### src/design/cte_pkg.sv
// ============================================================================
// cte_pkg: shared types and constants of the telemetry frame encoder
// Holds the per-sample value descriptor that travels from the front part,
// through the descriptor queue, to the byte sequencer.
// ============================================================================
`default_nettype none

package cte_pkg;

    localparam int ARG_W       = 19;
    localparam int QUEUE_DEPTH = 2;
    localparam int CFG_INDEX_W = 4;
    localparam int NODE_TEXT_W = 64;
    localparam int NODE_LEN_W  = 4;

    localparam logic [CFG_INDEX_W-1:0] REG_NODE_TEXT   = CFG_INDEX_W'(0);
    localparam logic [CFG_INDEX_W-1:0] REG_NODE_LENGTH = CFG_INDEX_W'(1);

    typedef enum logic [1:0] {
        VS_1 = 2'd0,
        VS_2 = 2'd1,
        VS_3 = 2'd2,
        VS_5 = 2'd3
    } t_vsize;

    typedef struct packed {
        logic             neg;
        t_vsize           size;
        logic [ARG_W-1:0] arg;
    } t_value;

    typedef struct packed {
        t_value temp;
        t_value hum;
        t_value soil;
    } t_desc;

endpackage

`default_nettype wire

### src/design/cte_front.sv
// ============================================================================
// cte_front: sample intake and value scaling
// Registers an accepted sample, scales each reading by ten with rounding
// half away from zero, and pushes one value descriptor into the queue.
// ============================================================================
`default_nettype none

module cte_front #(
    parameter int FRACTION_BITS = 8
) (
    input  wire logic           i_clk,
    input  wire logic           i_rst_n,
    input  wire logic           i_valid,
    output logic                o_ready,
    input  wire logic           i_sample_valid,
    input  wire logic [15:0]    i_temperature_q,
    input  wire logic [15:0]    i_humidity_q,
    input  wire logic [15:0]    i_soil_q,
    output logic                o_push,
    input  wire logic           i_push_ready,
    output cte_pkg::t_desc      o_desc
);
    import cte_pkg::*;

    localparam logic [19:0] ROUND = 20'((2 ** FRACTION_BITS) / 2);
    // An invalid temperature reads -9990, sent as a negative head of 9989.
    localparam logic [ARG_W-1:0] INVALID_TEMP_ARG = ARG_W'(9989);

    logic        r_valid;
    logic        r_sample_valid;
    logic [15:0] r_temp;
    logic [15:0] r_hum;
    logic [15:0] r_soil;

    function automatic t_vsize size_of(input logic [ARG_W-1:0] arg);
        t_vsize s;
        if (arg < ARG_W'(24)) begin
            s = VS_1;
        end else if (arg <= ARG_W'(255)) begin
            s = VS_2;
        end else if (arg <= ARG_W'(65535)) begin
            s = VS_3;
        end else begin
            s = VS_5;
        end
        return s;
    endfunction

    function automatic t_value scale_value(input logic [15:0] raw);
        logic        neg;
        logic [15:0] mag;
        logic [19:0] prod;
        logic [19:0] rnd;
        t_value      v;
        neg  = raw[15];
        mag  = neg ? (~raw + 16'd1) : raw;
        prod = {1'b0, mag, 3'b000} + {3'b000, mag, 1'b0};
        rnd  = (prod + ROUND) >> FRACTION_BITS;
        v.neg  = neg && (rnd != 20'd0);
        v.arg  = v.neg ? ARG_W'(rnd - 20'd1) : ARG_W'(rnd);
        v.size = size_of(v.arg);
        return v;
    endfunction

    assign o_ready = !r_valid || i_push_ready;
    assign o_push  = r_valid;

    always_comb begin
        o_desc.soil = scale_value(r_soil);
        if (r_sample_valid) begin
            o_desc.temp = scale_value(r_temp);
            o_desc.hum  = scale_value(r_hum);
        end else begin
            o_desc.temp.neg  = 1'b1;
            o_desc.temp.arg  = INVALID_TEMP_ARG;
            o_desc.temp.size = VS_3;
            o_desc.hum.neg   = 1'b1;
            o_desc.hum.arg   = '0;
            o_desc.hum.size  = VS_1;
        end
    end

    always_ff @(posedge i_clk) begin
        if (!i_rst_n) begin
            r_valid <= 1'b0;
        end else if (o_ready) begin
            r_valid <= i_valid;
        end
        if (o_ready && i_valid) begin
            r_sample_valid <= i_sample_valid;
            r_temp         <= i_temperature_q;
            r_hum          <= i_humidity_q;
            r_soil         <= i_soil_q;
        end
    end

endmodule

`default_nettype wire

### src/design/cte_queue.sv
// ============================================================================
// cte_queue: descriptor queue
// A short first-in first-out queue of value descriptors that lets the
// intake and the byte sequencer stall independently.
// ============================================================================
`default_nettype none

module cte_queue (
    input  wire logic           i_clk,
    input  wire logic           i_rst_n,
    input  wire logic           i_push,
    output logic                o_push_ready,
    input  cte_pkg::t_desc      i_desc,
    output logic                o_valid,
    input  wire logic           i_pop,
    output cte_pkg::t_desc      o_desc
);
    import cte_pkg::*;

    localparam int PTR_W = $clog2(QUEUE_DEPTH);
    localparam int CNT_W = $clog2(QUEUE_DEPTH + 1);

    t_desc            r_mem [QUEUE_DEPTH];
    logic [PTR_W-1:0] r_wr;
    logic [PTR_W-1:0] r_rd;
    logic [CNT_W-1:0] r_count;
    logic             w_push;
    logic             w_pop;

    assign o_push_ready = r_count != CNT_W'(QUEUE_DEPTH);
    assign o_valid      = r_count != '0;
    assign o_desc       = r_mem[r_rd];
    assign w_push       = i_push && o_push_ready;
    assign w_pop        = i_pop && o_valid;

    always_ff @(posedge i_clk) begin
        if (!i_rst_n) begin
            r_wr    <= '0;
            r_rd    <= '0;
            r_count <= '0;
        end else begin
            if (w_push) begin
                r_wr <= (r_wr == PTR_W'(QUEUE_DEPTH - 1)) ? '0 : r_wr + PTR_W'(1);
            end
            if (w_pop) begin
                r_rd <= (r_rd == PTR_W'(QUEUE_DEPTH - 1)) ? '0 : r_rd + PTR_W'(1);
            end
            if (w_push && !w_pop) begin
                r_count <= r_count + CNT_W'(1);
            end else if (w_pop && !w_push) begin
                r_count <= r_count - CNT_W'(1);
            end
        end
        if (w_push) begin
            r_mem[r_wr] <= i_desc;
        end
    end

endmodule

`default_nettype wire

### src/design/cte_back.sv
// ============================================================================
// cte_back: frame byte sequencer
// Walks the frame segments of the descriptor at the head of the queue and
// sends one byte per cycle when not stalled, through a registered output stage.
// ============================================================================
`default_nettype none

module cte_back #(
    parameter int NODE_BYTES = 8
) (
    input  wire logic                                i_clk,
    input  wire logic                                i_rst_n,
    input  wire logic                                i_q_valid,
    input  cte_pkg::t_desc                           i_desc,
    output logic                                     o_q_pop,
    input  wire logic [cte_pkg::NODE_TEXT_W-1:0]     i_node_text,
    input  wire logic [cte_pkg::NODE_LEN_W-1:0]      i_node_length,
    output logic                                     o_valid,
    input  wire logic                                i_ready,
    output logic [7:0]                               o_byte,
    output logic                                     o_last
);
    import cte_pkg::*;

    typedef enum logic [3:0] {
        SEG_MAP,
        SEG_KT,
        SEG_VT,
        SEG_KH,
        SEG_VH,
        SEG_KS,
        SEG_VS,
        SEG_KN,
        SEG_NH,
        SEG_NT
    } t_seg;

    localparam logic [7:0] MAP_HEAD   = 8'hA4;
    localparam logic [2:0] MAJOR_UINT = 3'd0;
    localparam logic [2:0] MAJOR_NINT = 3'd1;
    localparam logic [2:0] MAJOR_TEXT = 3'd3;
    localparam logic [4:0] AI_U8      = 5'd24;
    localparam logic [4:0] AI_U16     = 5'd25;
    localparam logic [4:0] AI_U32     = 5'd26;

    // Key strings with their text heads, in the order temperature, humidity,
    // soil and node.
    localparam logic [7:0] KEY_ROM [26] = '{
        8'h65, 8'h74, 8'h5F, 8'h78, 8'h31, 8'h30,
        8'h65, 8'h68, 8'h5F, 8'h78, 8'h31, 8'h30,
        8'h68, 8'h73, 8'h6F, 8'h69, 8'h6C, 8'h5F, 8'h78, 8'h31, 8'h30,
        8'h64, 8'h6E, 8'h6F, 8'h64, 8'h65
    };

    t_seg       r_seg;
    logic [3:0] r_idx;
    logic       r_out_valid;
    logic [7:0] r_out_byte;
    logic       r_out_last;

    logic                  w_step;
    logic [NODE_LEN_W-1:0] w_len;
    logic [4:0]            w_key_base;
    logic [3:0]            w_key_end;
    logic [4:0]            w_key_addr;
    t_value                w_val;
    logic [31:0]           w_arg32;
    logic [7:0]            w_val_byte;
    logic [3:0]            w_val_end;
    logic [7:0]            w_node [8];
    logic [7:0]            w_byte;
    logic                  w_seg_end;
    logic                  w_frame_end;
    t_seg                  w_seg_next;

    assign w_len = (i_node_length > NODE_LEN_W'(NODE_BYTES)) ?
                   NODE_LEN_W'(NODE_BYTES) : i_node_length;

    always_comb begin
        for (int k = 0; k < 8; k++) begin
            w_node[k] = i_node_text[NODE_TEXT_W-1-8*k -: 8];
        end
    end

    always_comb begin
        unique case (r_seg)
            SEG_KH: begin
                w_key_base = 5'd6;
                w_key_end  = 4'd5;
            end
            SEG_KS: begin
                w_key_base = 5'd12;
                w_key_end  = 4'd8;
            end
            SEG_KN: begin
                w_key_base = 5'd21;
                w_key_end  = 4'd4;
            end
            default: begin
                w_key_base = 5'd0;
                w_key_end  = 4'd5;
            end
        endcase
    end

    assign w_key_addr = w_key_base + {1'b0, r_idx};

    always_comb begin
        unique case (r_seg)
            SEG_VH:  w_val = i_desc.hum;
            SEG_VS:  w_val = i_desc.soil;
            default: w_val = i_desc.temp;
        endcase
    end

    assign w_arg32 = 32'(w_val.arg);

    always_comb begin
        w_val_byte = w_arg32[7:0];
        unique case (w_val.size)
            VS_1: w_val_end = 4'd0;
            VS_2: w_val_end = 4'd1;
            VS_3: w_val_end = 4'd2;
            VS_5: w_val_end = 4'd4;
        endcase
        if (r_idx == 4'd0) begin
            w_val_byte[7:5] = w_val.neg ? MAJOR_NINT : MAJOR_UINT;
            unique case (w_val.size)
                VS_1: w_val_byte[4:0] = w_arg32[4:0];
                VS_2: w_val_byte[4:0] = AI_U8;
                VS_3: w_val_byte[4:0] = AI_U16;
                VS_5: w_val_byte[4:0] = AI_U32;
            endcase
        end else if (r_idx == w_val_end - 4'd1) begin
            w_val_byte = w_arg32[15:8];
        end else if (r_idx == w_val_end - 4'd2) begin
            w_val_byte = w_arg32[23:16];
        end else if (r_idx == w_val_end - 4'd3) begin
            w_val_byte = w_arg32[31:24];
        end
    end

    always_comb begin
        w_byte      = MAP_HEAD;
        w_seg_end   = 1'b1;
        w_frame_end = 1'b0;
        w_seg_next  = SEG_MAP;
        unique case (r_seg)
            SEG_MAP: begin
                w_seg_next = SEG_KT;
            end
            SEG_KT, SEG_KH, SEG_KS, SEG_KN: begin
                w_byte    = KEY_ROM[w_key_addr];
                w_seg_end = r_idx == w_key_end;
                unique case (r_seg)
                    SEG_KT:  w_seg_next = SEG_VT;
                    SEG_KH:  w_seg_next = SEG_VH;
                    SEG_KS:  w_seg_next = SEG_VS;
                    default: w_seg_next = SEG_NH;
                endcase
            end
            SEG_VT, SEG_VH, SEG_VS: begin
                w_byte    = w_val_byte;
                w_seg_end = r_idx == w_val_end;
                unique case (r_seg)
                    SEG_VT:  w_seg_next = SEG_KH;
                    SEG_VH:  w_seg_next = SEG_KS;
                    default: w_seg_next = SEG_KN;
                endcase
            end
            SEG_NH: begin
                w_byte      = {MAJOR_TEXT, 1'b0, w_len};
                w_frame_end = w_len == '0;
                w_seg_next  = w_frame_end ? SEG_MAP : SEG_NT;
            end
            SEG_NT: begin
                w_byte      = w_node[r_idx[2:0]];
                w_seg_end   = r_idx == w_len - NODE_LEN_W'(1);
                w_frame_end = w_seg_end;
            end
            default: begin
                w_seg_next = SEG_MAP;
            end
        endcase
    end

    assign w_step  = i_q_valid && (!r_out_valid || i_ready);
    assign o_q_pop = w_step && w_frame_end;
    assign o_valid = r_out_valid;
    assign o_byte  = r_out_byte;
    assign o_last  = r_out_last;

    always_ff @(posedge i_clk) begin
        if (!i_rst_n) begin
            r_seg       <= SEG_MAP;
            r_idx       <= '0;
            r_out_valid <= 1'b0;
        end else begin
            if (w_step) begin
                r_out_valid <= 1'b1;
                if (w_seg_end) begin
                    r_seg <= w_seg_next;
                    r_idx <= '0;
                end else begin
                    r_idx <= r_idx + 4'd1;
                end
            end else if (i_ready) begin
                r_out_valid <= 1'b0;
            end
        end
        if (w_step) begin
            r_out_byte <= w_byte;
            r_out_last <= w_frame_end;
        end
    end

    a_pop_needs_descriptor: assert property (@(posedge i_clk) disable iff (!i_rst_n)
        o_q_pop |-> i_q_valid)
        else $error("descriptor popped from an empty queue");

    a_frame_restarts: assert property (@(posedge i_clk) disable iff (!i_rst_n)
        o_q_pop |=> (r_seg == SEG_MAP) && (r_idx == 4'd0))
        else $error("sequencer did not return to the map head after a frame");

    a_node_index_range: assert property (@(posedge i_clk) disable iff (!i_rst_n)
        (r_seg == SEG_NT) |-> (r_idx < 4'(w_len)))
        else $error("node text index beyond the string length");

    a_last_ends_frame: assert property (@(posedge i_clk) disable iff (!i_rst_n)
        (w_step && w_frame_end) |=> (r_out_valid && r_out_last))
        else $error("final frame beat not flagged");

endmodule

`default_nettype wire

### src/design/cbor_telemetry_frame_encoder.sv
// ============================================================================
// cbor_telemetry_frame_encoder: sensor sample to CBOR map byte stream
// Each accepted sample becomes a four-pair CBOR map sent one byte per beat.
// ============================================================================
// Each sample yields one frame of 28 + L + Ht + Hh + Hs bytes, where L is the
// node length (capped at NODE_BYTES) and each H is the value head size of
// 1, 2, 3 or 5 bytes; at the default parameters a frame holds 31 to 45 bytes.
// The byte sequencer sends one byte per cycle while the output is not stalled
// and a sample is queued, and queued frames follow each other without gaps.
// The intake registers and scales the next sample while the current frame
// streams, and a two-entry descriptor queue holds samples waiting their turn.
// Between the acceptance of a sample and the first byte of its frame lie the
// intake register, the descriptor queue and the output register. Configuration
// writes are taken at any time and must only happen while the block is idle.
`default_nettype none

module cbor_telemetry_frame_encoder #(
    parameter int NODE_BYTES    = 8,
    parameter int FRACTION_BITS = 8
) (
    input  wire logic                                i_clk,
    input  wire logic                                i_rst_n,
    input  wire logic                                s_axis_tvalid,
    output logic                                     s_axis_tready,
    // temperature_q [15:0], humidity_q [31:16], soil_q [47:32]
    input  wire logic [47:0]                         s_axis_tdata,
    // sample_valid [0]
    input  wire logic                                s_axis_tuser,
    output logic                                     m_axis_tvalid,
    input  wire logic                                m_axis_tready,
    // frame_byte [7:0]
    output logic [7:0]                               m_axis_tdata,
    output logic                                     m_axis_tlast,
    input  wire logic                                i_cfg_valid,
    output logic                                     o_cfg_ready,
    input  wire logic [cte_pkg::CFG_INDEX_W-1:0]     i_cfg_index,
    input  wire logic [cte_pkg::NODE_TEXT_W-1:0]     i_cfg_data
);
    import cte_pkg::*;

    logic [NODE_TEXT_W-1:0] r_node_text;
    logic [NODE_LEN_W-1:0]  r_node_length;

    logic  w_push;
    logic  w_push_ready;
    t_desc w_push_desc;
    logic  w_q_valid;
    logic  w_q_pop;
    t_desc w_q_desc;

    assign o_cfg_ready = 1'b1;

    always_ff @(posedge i_clk) begin
        if (!i_rst_n) begin
            r_node_text   <= '0;
            r_node_length <= '0;
        end else if (i_cfg_valid) begin
            if (i_cfg_index == REG_NODE_TEXT) begin
                r_node_text <= i_cfg_data;
            end else if (i_cfg_index == REG_NODE_LENGTH) begin
                r_node_length <= i_cfg_data[NODE_LEN_W-1:0];
            end
        end
    end

    cte_front #(
        .FRACTION_BITS (FRACTION_BITS)
    ) u_front (
        .i_clk           (i_clk),
        .i_rst_n         (i_rst_n),
        .i_valid         (s_axis_tvalid),
        .o_ready         (s_axis_tready),
        .i_sample_valid  (s_axis_tuser),
        .i_temperature_q (s_axis_tdata[15:0]),
        .i_humidity_q    (s_axis_tdata[31:16]),
        .i_soil_q        (s_axis_tdata[47:32]),
        .o_push          (w_push),
        .i_push_ready    (w_push_ready),
        .o_desc          (w_push_desc)
    );

    cte_queue u_queue (
        .i_clk        (i_clk),
        .i_rst_n      (i_rst_n),
        .i_push       (w_push),
        .o_push_ready (w_push_ready),
        .i_desc       (w_push_desc),
        .o_valid      (w_q_valid),
        .i_pop        (w_q_pop),
        .o_desc       (w_q_desc)
    );

    cte_back #(
        .NODE_BYTES (NODE_BYTES)
    ) u_back (
        .i_clk         (i_clk),
        .i_rst_n       (i_rst_n),
        .i_q_valid     (w_q_valid),
        .i_desc        (w_q_desc),
        .o_q_pop       (w_q_pop),
        .i_node_text   (r_node_text),
        .i_node_length (r_node_length),
        .o_valid       (m_axis_tvalid),
        .i_ready       (m_axis_tready),
        .o_byte        (m_axis_tdata),
        .o_last        (m_axis_tlast)
    );

endmodule

`default_nettype wire
### config.mk
export PLATFORM = sky130hd
export DESIGN_NAME = cbor_telemetry_frame_encoder
export DESIGN_NICKNAME = d
export VERILOG_FILES = /design/src/design/cte_pkg.sv /design/src/design/cte_front.sv /design/src/design/cte_queue.sv /design/src/design/cte_back.sv /design/src/design/cbor_telemetry_frame_encoder.sv
export SDC_FILE = /design/constraint.sdc
export NUM_CORES = 1
export LEC_CHECK = 0
export BUFFER_PORTS_ARGS = -buffer_cell sky130_fd_sc_hd__buf_2
export CAP_MARGIN = 20
export CORE_MARGIN = 2
export CORE_UTILIZATION = 55
export CTS_CLUSTER_SIZE = 14
export DETAILED_ROUTE_END_ITERATION = 16
export HOLD_SLACK_MARGIN = 0.08
export PLACE_DENSITY = 0.77
export SLEW_MARGIN = 20
export SYNTH_ARGS = -nofsm -noshare
export SYNTH_HDL_FRONTEND = slang
export SYNTH_SLANG_ARGS = --single-unit
### constraint.sdc
create_clock -name i_clk -period 5.1 [get_ports i_clk]
set_input_delay 0.765 -clock i_clk [delete_from_list [all_inputs] [get_ports i_clk]]
set_output_delay 0.765 -clock i_clk [all_outputs]
set_load 0.02 [all_outputs]
[Word-level counts from Yosys, hierarchy flattened]
Memory sizes are Yosys's and may differ from the RTL's. A register that Yosys moved wholly into a read port is not among the register bits.
Index checks and enable logic that the tools add are counted.
Storage, ports and cells
  memories kept: 2
  word-level logic and storage cells: 159
  output and inout bits: 12
  bits of input ports: 122
  bits in registers: 140
  bits in writable memories: 132
  ROM bits: 256
Memory list
  (no name shown): depth 32, width 8, rd ports 1, clocked after Yosys merged registers in 0, write ports 0, line cte_back.sv:153  | w_byte = KEY_ROM[w_key_addr];
  u_queue.r_mem: depth 2, width 66, rd ports 1, clocked after Yosys merged registers in 1, write ports 1, line cte_queue.sv:23  | t_desc r_mem [QUEUE_DEPTH];
Cells by class
  eq/ne operators: 20
  bitwise logic cells: 6
  muxes and demuxes: 50
  reductions and logical operators: 32
  $lt $le $gt $ge: 12
  add/sub/neg operators: 22
Operator list (number)
  $mux 8: 8
  $add 19x17->20: 3
  $add 20x8->20 const B: 3
  $reduce_bool 20->1: 3
  $le 19x16->1 const B: 3
  $le 19x8->1 const B: 3
  $lt 19x5->1 const B: 3
  $mux 19: 3
  $add 16x1->16 const B: 3
  $mux 16: 3
  $not 16->16: 3
  $mux 44: 1
  $pmux 22 s2: 1
  $sub 12x1->13 const B: 3
  $pmux 4 s4: 2
  $pmux 8 s4: 1
  $bmux 8 s3: 1
  $eq 4x4->1: 6
  $pmux 5 s4: 1
  $eq 4x3->1 const B: 4
  $logic_not 4->1: 4
  $mux 2: 8
  $pmux 5 s3: 1
  $mux 1: 12
  other kinds (34): 59

[Depth between registers and ports, before layout]
Gate-level depths: netlist of run 1.
  depth after elaboration: 13
  mapped depth: 23
  mapped depth without buffers: 23

[Hierarchy]
From an unflattened synthesis of run 1, not the netlist that was laid out.
Unflattened totals
  cell total of the unflattened synthesis: 1703
  area total of the unflattened synthesis: 17819.6 sq um
By module, submodules not included
  cte_front: times used 1, cells an instance 786, area each 6795.3 sq um, sequential area each 1491.4 sq um
  cte_queue: times used 1, cells an instance 229, area each 5012.3 sq um, sequential area each 4063.9 sq um
  cte_back: times used 1, cells an instance 392, area each 3280.6 sq um, sequential area each 450.4 sq um
  cbor_telemetry_frame_encoder: times used 1, cells an instance 296, area each 2731.4 sq um, sequential area each 1361.3 sq um

[Worst setup path after synthesis of run 1]
No wires, ideal clock.
  path type: flip-flop to flip-flop
  from: register u_front.r_hum[2]
  to: memory u_queue.r_mem[0][41] (netlist name), data pin
  setup time: 0.191 ns
  arrival: 5.273 ns
  period minus slack after synthesis: 5.465 ns
  buffers on the path: 2
  slack: -0.365 ns
  stages on the path, launching flop included: 21
  required time: 4.909 ns
  cell sequence: edfxtp_1 > buf_4 > or3_1 > clkbuf_2 > or4_1 > or3_4 > o41ai_1 > xnor2_1 > ha_1 > ha_1 > nand2_1 > o21ai_0 > a31o_2 > a311o_1 > nand2_1 > or2b_2 > nor2_2 > a31oi_4 > and3_1 > or4b_1 > a311oi_1
RTL lines
  start, declared: line cte_front.sv:32  | logic [15:0] r_hum;
  start signal, assigned: line cte_front.sv:92  | r_hum <= i_humidity_q;
  end, declared: line cte_queue.sv:23

==> results of run 1 <==
-- metal layers --
metal  vias up  wire (um)  track usage  part of all wire
met5         -          0            0                 0
met4         0        950      0.06391             0.024
met3        69       1848      0.02661             0.047
met2       377      20010       0.4250              0.51
met1      6292      16120       0.3032              0.41
li1       6301          -            -                 -
-- state kept, by name (all words and copies together), names as in the netlist, named ones only --
signal / cells
r_node_length: 4
u_front.r_sample_valid: 1
u_back.r_seg: 4
u_queue.r_wr: 1
u_queue.r_count: 2
u_back.r_idx: 4
u_queue.r_mem: 98
u_back.o_byte: 8
r_node_text: 64
u_front.o_push: 1
u_queue.r_rd: 1
u_front.r_temp: 16
u_back.o_last: 1
u_front.r_hum: 16
u_front.r_soil: 16
u_back.o_valid: 1
-- cells by family (layout without fill, tap and decap cells) --
family                   count (synthesis)  after routing
AND/OR/NAND/NOR                        570            570
AO/OA/AOI/OAI                          378            378
flip-flops                             239            239
buffers and inverters                  131            347
XOR/XNOR                               114            114
adder cells (fa/ha/maj)                101            101
multiplexers                            87             87
other                                    2              3
-- cell type report --
class	count	area (sq um)
Inverter	50	187.7
Tap cell	378	473.0
Clock inverter	6	47.55
Sequential cell	239	6346
Multi-Input combinational cell	1253	9822
Fill cell	2039	8730
Clock buffer	38	749.5
Timing Repair Buffer	253	1579
-- what timing repair did --
action / 4_1_cts / 5_1_grt
endpoints found under the setup margin: 10 / 56
pin swaps: 22 / 52
resized for setup: 35 / 118
setup buffers: 10 / 25
-- placed cells by master, fill, tap and decap left out, types with 30 or more instances in the layout --
cell type  instances
mux4_2            30
inv_1             50
a21oi_1           65
nand3_1           32
mux2i_1           37
buf_4            120
edfxtp_1         156
xnor2_1           60
nand2_1          248
a21boi_0          72
o21ai_0           61
xor2_1            38
nor2_1            80
dfxtp_1           83
ha_1              77
buf_2            131
-- worst max-delay path by stage --
stage                           start              endpoint  slack, ns  cells after the start
floorplan            u_front.r_hum[2]  u_queue.r_mem[0][42]     -0.004                     19
global placement     u_front.r_hum[1]  u_queue.r_mem[1][41]       0.08                     17
detailed placement  u_front.r_soil[2]  u_queue.r_mem[0][19]      -0.07                     17
CTS                  u_front.r_hum[0]  u_queue.r_mem[0][41]      -0.03                     18
global route        u_front.r_soil[6]  u_queue.r_mem[0][19]      -0.15                     19
finish              u_front.r_soil[6]  u_queue.r_mem[0][19]       0.03                     17
-- power by group through the flow --
stage / sequential, mW / combinational [mW] / clock (mW)
6_report: 2.34 / 2.94 / 1.76
5_1_grt: 2.35 / 3.20 / 1.85
4_1_cts: 2.34 / 2.58 / 1.78
3_5_place_dp: 2.37 / 2.48 / 0
3_3_place_gp: 2.37 / 2.42 / 0
2_1_floorplan: 2.37 / 1.75 / 0
-- synthesized netlist by cell type (all sizes together) (31+ instances only) --
master,number
edfxtp,156
nand2,252
a21oi,79
a21boi,74
mux2i,37
dfxtp,83
ha,100
o21ai,77
clkbuf,68
xnor2,73
xor2,41
nor3,31
nand3,34
inv,50
nor2,86
-- through the flow --
step                power, mW  worst slack (ns)    util  hold WS [ns]  instances
finish                  7.040           0.03112  0.6875        0.4030       2217
global route            7.402           -0.1526  0.6875        0.3894       2217
CTS                     6.691          -0.02629  0.6585        0.3820       2193
detailed placement      4.855          -0.07296  0.6202        0.4588       2139
global placement        4.783           0.08050  0.6200        0.4537       2139
floorplan               4.126         -0.003672       -        0.4402       1623
-- critical path, delay by kind of cell (launching register included) --
kind / cells / cell delay, ns
and+or+nand+nor: 5 / 1.88
DFF: 1 / 0.46
xor gates and xnor gates: 3 / 0.62
AOI/OAI and AO/OA: 6 / 1.21
adders and majority gates: 2 / 0.45
buffers and inverters: 1 / 0.19
==> results.py, run 1 <==
metrics = {
    "sta": {
        "maxSlewViolCount": 0,
        "finClkSkew_ns": 0.01270,
        "max_slew_margin": 0.3535,
        "max_freq_ghz": 0.1973,
        "fin_tns_setup_ns": 0,
        "fin_crit_sh": 0.9939,
        "worstMarginPinSlew_ns": 0.9697,
        "rsz0062_at_grt": "yes",
        "final.min_clock_period_ns": 5.069,
        "setup_viol": 0,
        "report.final.hold_viol_count": 0,
    },
    "clock_network": {
        "clock_latency_ns": 0.54,
        "htreeDepth": 1,
        "clock_sinks": 239,
        "cts_max_path_buffers": 3,
        "cts_hold_buf": 0,
        "root_buffer": "clkbuf_16",
        "clk_pin_slew_worst_paths_ns": 0.06,
        "cts_buffers": 25,
        "cts_tree": "yes",
    },
    "logic_synthesis": {
        "synth_top_family_by_area": "simple AND/OR/NAND/NOR gates",
        "synth_xor_area_frac": 0.06358,
        "synth-compound-area-share": 0.1621,
        "ys_ff_latch": 239,
        "yosysSeqAreaShare": 0.4041,
        "synthMuxAreaShare": 0.08095,
        "syn_area_per_cell_sq_um": 9.682,
        "yosysWarnings": 0,
        "synth_largest_area_cell": "edfxtp_1",
        "syn_area_sq_mm": 0.01570,
        "synthSimpleGateAreaFrac": 0.1758,
        "synthArstFlopShare": 0,
        "synth_edf_count": 156,
        "syn_inst": 1622,
        "synth_top_area_share": 0.2983,
        "synthFlopType": "edfxtp_1",
        "synthAdderAreaFrac": 0.08095,
        "synth.distinct_cells": 84,
        "netlist_top_cells_area": "edfxtp_1 30%, dfxtp_1 11%, ha_1 8.0%, nand2_1 6.0%, mux4_2 4.3%",
    },
    "pwr": {
        "p_leak_nw": 7.205,
        "ir_worst_vdd_mv": 0.3662,
        "clkPwrFrac": 0.250,
        "p_int_mw": 4.572,
        "seq_power_share": 0.333,
        "p_sw_frac": 0.3505,
        "powerDensity_mw_per_mm2": 366.6,
        "power_frac_comb": 0.418,
        "power.switching_mw": 2.468,
    },
    "die": {
        "start_util": 0.5622,
        "core_area_sq_mm": 0.02793,
        "die_h_um": 173.0,
        "num_io_pins": 134,
        "row_count": 61,
        "chipWidth_um": 173.0,
        "die-area_sq_mm": 0.02992,
    },
    "setup_path": {
        "path_class": "flip-flop to flip-flop",
        "critPathLaunchType": "flip-flop",
        "rrSetupSlack_ns": 0.03,
        "worstPathRequired_ns": 5.38,
        "cp-end-kind": "flip-flop",
        "crit_path_cell_trace": "or4_4 -> or3_4 -> o41ai_4 -> xnor2_2 -> ha_4 -> ha_4 -> xor2_1 -> or4_4 -> o32ai_4 -> o211ai_2 -> nor4b_4 -> buf_4 -> or2_1 -> o211ai_1 -> xor2_1 -> a2111oi_2 -> o21bai_2",
        "reg2reg_to": "u_queue.r_mem[0][19]",
        "cp_slowest_cell": "or4_4",
        "worstReg2RegStart": "u_front.r_soil[6]",
        "arrival_ns": 5.35,
        "crit_fanout": 6,
        "slowest_delay_ns": 0.54,
        "rr_worst_depth": 17,
    },
    "place": {
        "routabilityCongestion": 0.9165,
        "dpl-instance-area_sq_mm": 0.01732,
        "portBuffers": 132,
        "hpwl_um": 26340,
    },
    "status": {
        "status": "complete, no violations",
    },
    "routing": {
        "wl_per_cell_um": 17.56,
        "dr.pass1.iters": 6,
        "first_iter_violations": 998,
        "wirelength_um": 38930,
        "num_vias": 13040,
        "drc_errors": 0,
        "ant_nets": 0,
        "via_per_inst": 5.881,
    },
    "min_path": {
        "hp-class": "input pin to flip-flop",
        "whs_path_depth": 1,
        "min_to": "u_front.r_hum[4]",
        "min_from": "s_axis_tdata[20]",
    },
    "grt": {
        "antenna_found_initial": 0,
        "grt_pass1_vias": 12390,
        "grt_max_degree": 84,
        "grtUsageTotal": 0.2369,
        "grt_pass1_wl_um": 59600,
        "gr-total-overflow": 0,
    },
    "final_layout": {
        "diodes": 0,
        "syn_to_final_growth_pct": 22.29,
        "final_nets": 2045,
        "final_area_sq_mm": 0.01920,
        "drive_above_1_share": 0.2735,
    },
    "job": {
        "cap_violations": 0,
    },
}
Note: power is estimated with default switching activity, not from simulation.
==> run 2, diff against run 1 <==
--- a/config.mk
+++ b/config.mk
@@ -5,14 +5,15 @@
 export SDC_FILE = /design/constraint.sdc
 export NUM_CORES = 1
 export LEC_CHECK = 0
-export BUFFER_PORTS_ARGS = -buffer_cell sky130_fd_sc_hd__buf_2
+export ABC_AREA = 1
 export CAP_MARGIN = 20
 export CORE_MARGIN = 2
 export CORE_UTILIZATION = 55
 export CTS_CLUSTER_SIZE = 14
 export DETAILED_ROUTE_END_ITERATION = 16
+export DONT_BUFFER_PORTS = 1
 export HOLD_SLACK_MARGIN = 0.08
-export PLACE_DENSITY = 0.77
+export PLACE_DENSITY = 0.73
 export SLEW_MARGIN = 20
 export SYNTH_ARGS = -nofsm -noshare
 export SYNTH_HDL_FRONTEND = slang
==> run 2 against run 1 <==
  * First-iteration DRC count is 7.7% lower
  * Synthesized area up 2.6%
  * Maximum frequency grew 8.6%
  * Combinational power decreased by 5%
  * Clock skew increased by 0.0056 ns
  * Setup slack improved by 0.40 ns
  * Power up 0.64%
  * Synthesized cell count grew 29%
  * Critical endpoint unchanged
  * Largest cell class unchanged
  * Highest routed layer unchanged
==> results.py, run 2 <==
metrics = {
    "status": {
        "status": "complete, no violations",
    },
    "grt": {
        "met1_usage": 0.3168,
        "grt_pass1_vias": 12960,
        "top_usage_layer": "met2",
        "met2_usage": 0.4237,
        "grt_pass1_wl_um": 62510,
        "antenna_found_initial": 0,
        "gr-total-overflow": 0,
        "grtUsageTotal": 0.2468,
        "use_met3": 0.03068,
        "grt_max_degree": 129,
    },
    "logic_synthesis": {
        "yosysMostFrequentCell": "nand2_1",
        "synthArstFlopShare": 0,
        "yosysWarnings": 0,
        "ys_ff_latch": 239,
        "synthFlopType": "edfxtp_1",
        "yosysSeqAreaShare": 0.3938,
        "netlist_top_cells_area": "edfxtp_1 29%, dfxtp_1 10%, nand2_1 9.3%, ha_1 7.8%, a21oi_1 6.3%",
        "synth.distinct_cells": 60,
        "synth_edf_count": 156,
        "synth_top_area_share": 0.2907,
        "synth_largest_area_cell": "edfxtp_1",
        "ys_top_cells_by_count": "400 x nand2_1, 260 x inv_1, 204 x a21oi_1",
        "syn_inst": 2097,
        "syn_area_sq_mm": 0.01611,
        "syn_area_per_cell_sq_um": 7.684,
    },
    "sta": {
        "fin_crit_sh": 0.9152,
        "fin_tns_setup_ns": 0,
        "max_slew_margin": 0.2885,
        "finClkSkew_ns": 0.01828,
        "report.final.hold_viol_count": 0,
        "final.min_clock_period_ns": 4.667,
        "worstMarginPinSlew_ns": 1.067,
        "setup_viol": 0,
        "max_freq_ghz": 0.2143,
        "maxSlewViolCount": 0,
        "setup_slack_ns": 0.4327,
    },
    "clock_network": {
        "clk_pin_slew_worst_paths_ns": 0.06,
        "cts_max_path_buffers": 3,
        "root_buffer": "clkbuf_16",
        "cts_buffers": 27,
        "cts_tree": "yes",
        "htreeDepth": 1,
        "clock_sinks": 239,
        "cts_hold_buf": 0,
        "clock_latency_ns": 0.55,
    },
    "setup_path": {
        "arrival_ns": 4.97,
        "worstPathRequired_ns": 5.40,
        "path_common_cell": "nand2_1",
        "critPathLaunchType": "flip-flop",
        "path_class": "flip-flop to flip-flop",
        "crit_fanout": 8,
        "cp_slowest_cell": "edfxtp_1",
        "cp-end-kind": "flip-flop",
        "slowest_delay_ns": 0.42,
    },
    "final_layout": {
        "n_fill_cell": 2520,
        "drive_above_1_share": 0.07875,
        "largest_reg_flops": 98,
        "final_nets": 2313,
        "layout_commonest_cell": "nand2_1",
        "largestRegisters": "u_queue.r_mem (98), r_node_text (64)",
        "syn_to_final_growth_pct": 8.634,
        "final_area_sq_mm": 0.01751,
        "post-route-util": 0.6083,
        "top_register": "u_queue.r_mem",
        "final_cell_mix": "399 x nand2_1, 259 x inv_1, 203 x a21oi_1",
    },
    "routing": {
        "wirelength_um": 38420,
        "drc_errors": 0,
        "via_per_inst": 5.554,
        "first_iter_violations": 921,
        "num_vias": 13850,
        "dr.pass1.iters": 6,
        "ant_nets": 0,
        "wl_per_cell_um": 15.41,
    },
    "die": {
        "core_area_sq_mm": 0.02878,
        "row_count": 62,
        "num_io_pins": 134,
        "start_util": 0.5599,
        "chipWidth_um": 175.2,
        "die_h_um": 175.2,
        "die-area_sq_mm": 0.03068,
    },
    "pwr": {
        "powerDensity_mw_per_mm2": 404.8,
        "ir_worst_vdd_mv": 0.3155,
        "total_power_mw": 7.085,
        "p_leak_nw": 7.410,
    },
    "place": {
        "dp_slack_ns": 0.1901,
        "routabilityCongestion": 0.9318,
        "portBuffers": 0,
        "dpl-instance-area_sq_mm": 0.01646,
        "hpwl_um": 29150,
    },
    "min_path": {
        "hp-class": "input pin to flip-flop",
    },
    "job": {
        "cap_violations": 0,
    },
}
[run 2: changes by cell type after synthesis, sizes merged, moves of 26 or more]
cell    previous run  this run
inv               50       269
nand2            252       427
a21oi             79       207
nor2              86       203
o21ai             77       194
nand3             34       141
a21boi            74         1
xnor2             73        15
mux2i             37         4
mux4              30         0
nand4              6        32
[run 2: critical path, delay by kind of cell, from the launching register on]
family	cells	cell delay, ns
flops	1	0.42
buf+inv	4	0.32
xor+xnor	1	0.23
fa+ha+maj	3	0.77
compound gates	1	0.21
simple gates	21	2.47
[run 2: stage by stage]
stage	std cells	hold WS, ns
after global placement	2435	0.4301
after global routing	2492	0.2889
final	2493	0.3130
after floorplan	2098	0.4201
after detailed placement	2435	0.4335
after CTS	2482	0.2914
[run 2: worst paths after layout]
| path | startpoint | to | slack [ns] | cells after the start |
|---|---|---|---|---|
| min reg2reg | r_node_text[25] | r_node_text[25] | 0.44 | 2 |
| min | s_axis_tuser | u_front.r_sample_valid | 0.31 | 0 |
| max reg2reg | u_front.r_soil[0] | u_queue.r_mem[0][19] | 0.43 | 30 |
| max | u_front.r_soil[0] | u_queue.r_mem[0][19] | 0.43 | 30 |
[run 2: cell families (layout without fill, tap and decap cells)]
logic type / after synthesis / count (layout) / share of synthesized area
AO/OA/AOI/OAI: 467 / 467 / 0.1581
XOR/XNOR: 77 / 77 / 0.04232
adder cells (fa/ha/maj): 101 / 101 / 0.07889
buffers and inverters: 338 / 348 / 0.08106
flip-flops: 239 / 239 / 0.3938
multiplexers: 4 / 4 / 0.002485
other: 2 / 4 / 0.0004660
AND/OR/NAND/NOR: 869 / 869 / 0.2429
[run 2: repair_timing]
item	4_1_cts	5_1_grt
gates resized for setup	0	21
endpoints found under the hold margin	0	0
buffers inserted	0	10
setup endpoints to repair	0	22
[run 2: area by class of cell]
type	instances	area [sq um]	area share
clock inverter	13	121.4	0.006933
tap	384	480.5	0.02745
sequential	239	6346	0.3625
timing repair buffer	26	195.2	0.01115
inverter	275	1035	0.05911
clock buffer	34	734.5	0.04196
multi-input combinational	1521	8591	0.4907
antenna	1	2.502	0.0001429
[run 2: power breakdown]
group,switching (mW),internal [mW]
sequential,0.126,2.31
combinational,1.91,0.891
clock,0.775,1.08
[run 2: routing by layer]
layer | share of wire | up-vias
li1 | - | 7082
met1 | 0.44 | 6302
met2 | 0.47 | 368
met3 | 0.046 | 95
met4 | 0.040 | 0
met5 | 0 | -
==> run 3, diff against run 2 <==
--- a/config.mk
+++ b/config.mk
@@ -13,7 +13,7 @@
 export DETAILED_ROUTE_END_ITERATION = 16
 export DONT_BUFFER_PORTS = 1
 export HOLD_SLACK_MARGIN = 0.08
-export PLACE_DENSITY = 0.73
+export PLACE_DENSITY = 0.82
 export SLEW_MARGIN = 20
 export SYNTH_ARGS = -nofsm -noshare
 export SYNTH_HDL_FRONTEND = slang
==> run 3 against run 2 <==
  * Critical path depth is 2 higher
  * Flip-flop and latch count unchanged
  * Non-clock buffer count decreased by 3
  * Setup slack lost 0.059 ns
  * Clock skew down 0.0079 ns
  * Critical endpoint unchanged
  * Largest power group unchanged
==> results.py, run 3 (synthesized netlist as in run 2, its figures left out) <==
metrics = {
    "status": {
        "status": "complete, no violations",
    },
    "setup_path": {
        "path_common_cell": "nand2_1",
        "cp_slowest_cell": "edfxtp_1",
        "arrival_ns": 5.02,
        "cp-end-kind": "flip-flop",
        "slowest_delay_ns": 0.41,
        "crit_fanout": 11,
        "worstPathRequired_ns": 5.39,
        "path_class": "flip-flop to flip-flop",
        "critPathLaunchType": "flip-flop",
    },
    "place": {
        "routabilityCongestion": 0.9815,
        "portBuffers": 0,
        "hpwl_um": 28970,
        "dpl-instance-area_sq_mm": 0.01646,
    },
    "sta": {
        "maxSlewViolCount": 0,
        "max_slew_margin": 0.3156,
        "fin_crit_sh": 0.9266,
        "hold_ws_ns": 0.3146,
        "final.min_clock_period_ns": 4.726,
        "report.final.hold_viol_count": 0,
        "max_freq_ghz": 0.2116,
        "setup_viol": 0,
        "worstMarginPinSlew_ns": 1.027,
        "finClkSkew_ns": 0.01036,
    },
    "routing": {
        "ant_nets": 0,
        "first_iter_violations": 1337,
        "wirelength_um": 38400,
        "via_per_inst": 5.661,
        "dr.pass1.iters": 6,
        "wl_per_cell_um": 15.42,
        "num_vias": 14100,
        "drc_errors": 0,
    },
    "job": {
        "cap_violations": 0,
    },
    "min_path": {
        "hp-class": "input pin to flip-flop",
    },
    "final_layout": {
        "final_area_sq_mm": 0.01746,
        "top_register": "u_queue.r_mem",
        "final_nets": 2309,
        "syn_to_final_growth_pct": 8.378,
        "diodes": 0,
        "drive_above_1_share": 0.07692,
        "largestRegisters": "u_queue.r_mem (98), r_node_text (64)",
        "layout_commonest_cell": "nand2_1",
        "final_cell_mix": "399 x nand2_1, 259 x inv_1, 203 x a21oi_1",
        "largest_reg_flops": 98,
    },
    "pwr": {
        "p_leak_nw": 7.374,
        "seq_power_share": 0.342,
        "p_sw_frac": 0.3972,
        "total_power_mw": 7.114,
        "p_int_mw": 4.288,
        "power_frac_comb": 0.397,
        "clkPwrFrac": 0.261,
        "powerDensity_mw_per_mm2": 407.3,
        "power.switching_mw": 2.825,
        "ir_worst_vdd_mv": 0.3192,
    },
    "grt": {
        "gr-total-overflow": 0,
        "antenna_found_initial": 1,
        "grt_pass1_vias": 12880,
        "grtUsageTotal": 0.2432,
        "met1_usage": 0.3119,
        "met2_usage": 0.4162,
        "grt_pass1_wl_um": 61700,
        "top_usage_layer": "met2",
        "use_met3": 0.03329,
        "grt_max_degree": 129,
    },
    "die": {
        "die-area_sq_mm": 0.03068,
        "row_count": 62,
        "die_h_um": 175.2,
        "core_area_sq_mm": 0.02878,
        "num_io_pins": 134,
        "chipWidth_um": 175.2,
        "start_util": 0.5599,
    },
    "clock_network": {
        "htreeDepth": 1,
        "cts_buffers": 26,
        "root_buffer": "clkbuf_16",
        "clock_sinks": 239,
        "clock_latency_ns": 0.55,
        "cts_hold_buf": 0,
        "cts_tree": "yes",
        "cts_max_path_buffers": 3,
        "clk_pin_slew_worst_paths_ns": 0.06,
    },
}
==> run 3: power by group through the flow <==
stage	Combinational (mW)	Clock, mW	Sequential (mW)
floorplan	2.13	0	2.43
global placement	2.67	0	2.46
detailed placement	2.72	0	2.47
CTS	2.75	1.88	2.43
global route	3.17	1.95	2.45
finish	2.82	1.86	2.44
==> run 3: path summary, 6_finish.rpt <==
path / end / slack, ns / startpoint / cells past startpoint
worst min-delay path: u_front.r_hum[7] / 0.31 / s_axis_tdata[23] / 0
worst max register to register: u_queue.r_mem[0][19] / 0.37 / u_front.r_soil[0] / 32
worst min register to register: r_node_text[39] / 0.44 / r_node_text[39] / 2
worst max-delay path: u_queue.r_mem[0][19] / 0.37 / u_front.r_soil[0] / 32
==> run 3: layout make-up <==
type,instances,area (sq um)
Timing Repair Buffer,23,172.7
Clock buffer,27,654.4
Multi-Input combinational cell,1521,8577
Inverter,275,1035
Fill cell,2485,11320
Tap cell,384,480.5
Clock inverter,21,198.9
Sequential cell,239,6346
==> run 3: critical path: cells and delay by family, from the launching register on <==
kind | cells | cell delay [ns]
AOI/OAI and AO/OA | 1 | 0.17
xor gates and xnor gates | 1 | 0.17
adders and majority gates | 3 | 0.83
buffers and inverters | 6 | 0.47
DFF | 1 | 0.41
and+or+nand+nor | 21 | 2.42
==> run 3: routing by layer <==
metal | vias to the layer above | part of all wire
li1 | 7064 | -
met1 | 6412 | 0.43
met2 | 527 | 0.47
met3 | 90 | 0.062
met4 | 2 | 0.039
met5 | - | 0.00034
==> run 3: timing repair <==
item | CTS | global route
endpoints found under the setup margin | 0 | 20
gates resized for setup | 0 | 22
buffers inserted | 0 | 7
==> run 3: metrics by stage <==
stage                     setup WS, ns  utilization  setup TNS, ns  std cells
final                           0.3742       0.6068              0       2490
after global routing          -0.02072       0.6068       -0.05156       2490
after global placement          0.2950       0.5720              0       2435
after CTS                      0.09058       0.6016              0       2483
after detailed placement        0.1226       0.5720              0       2435
after floorplan                 0.8514            -              0       2098
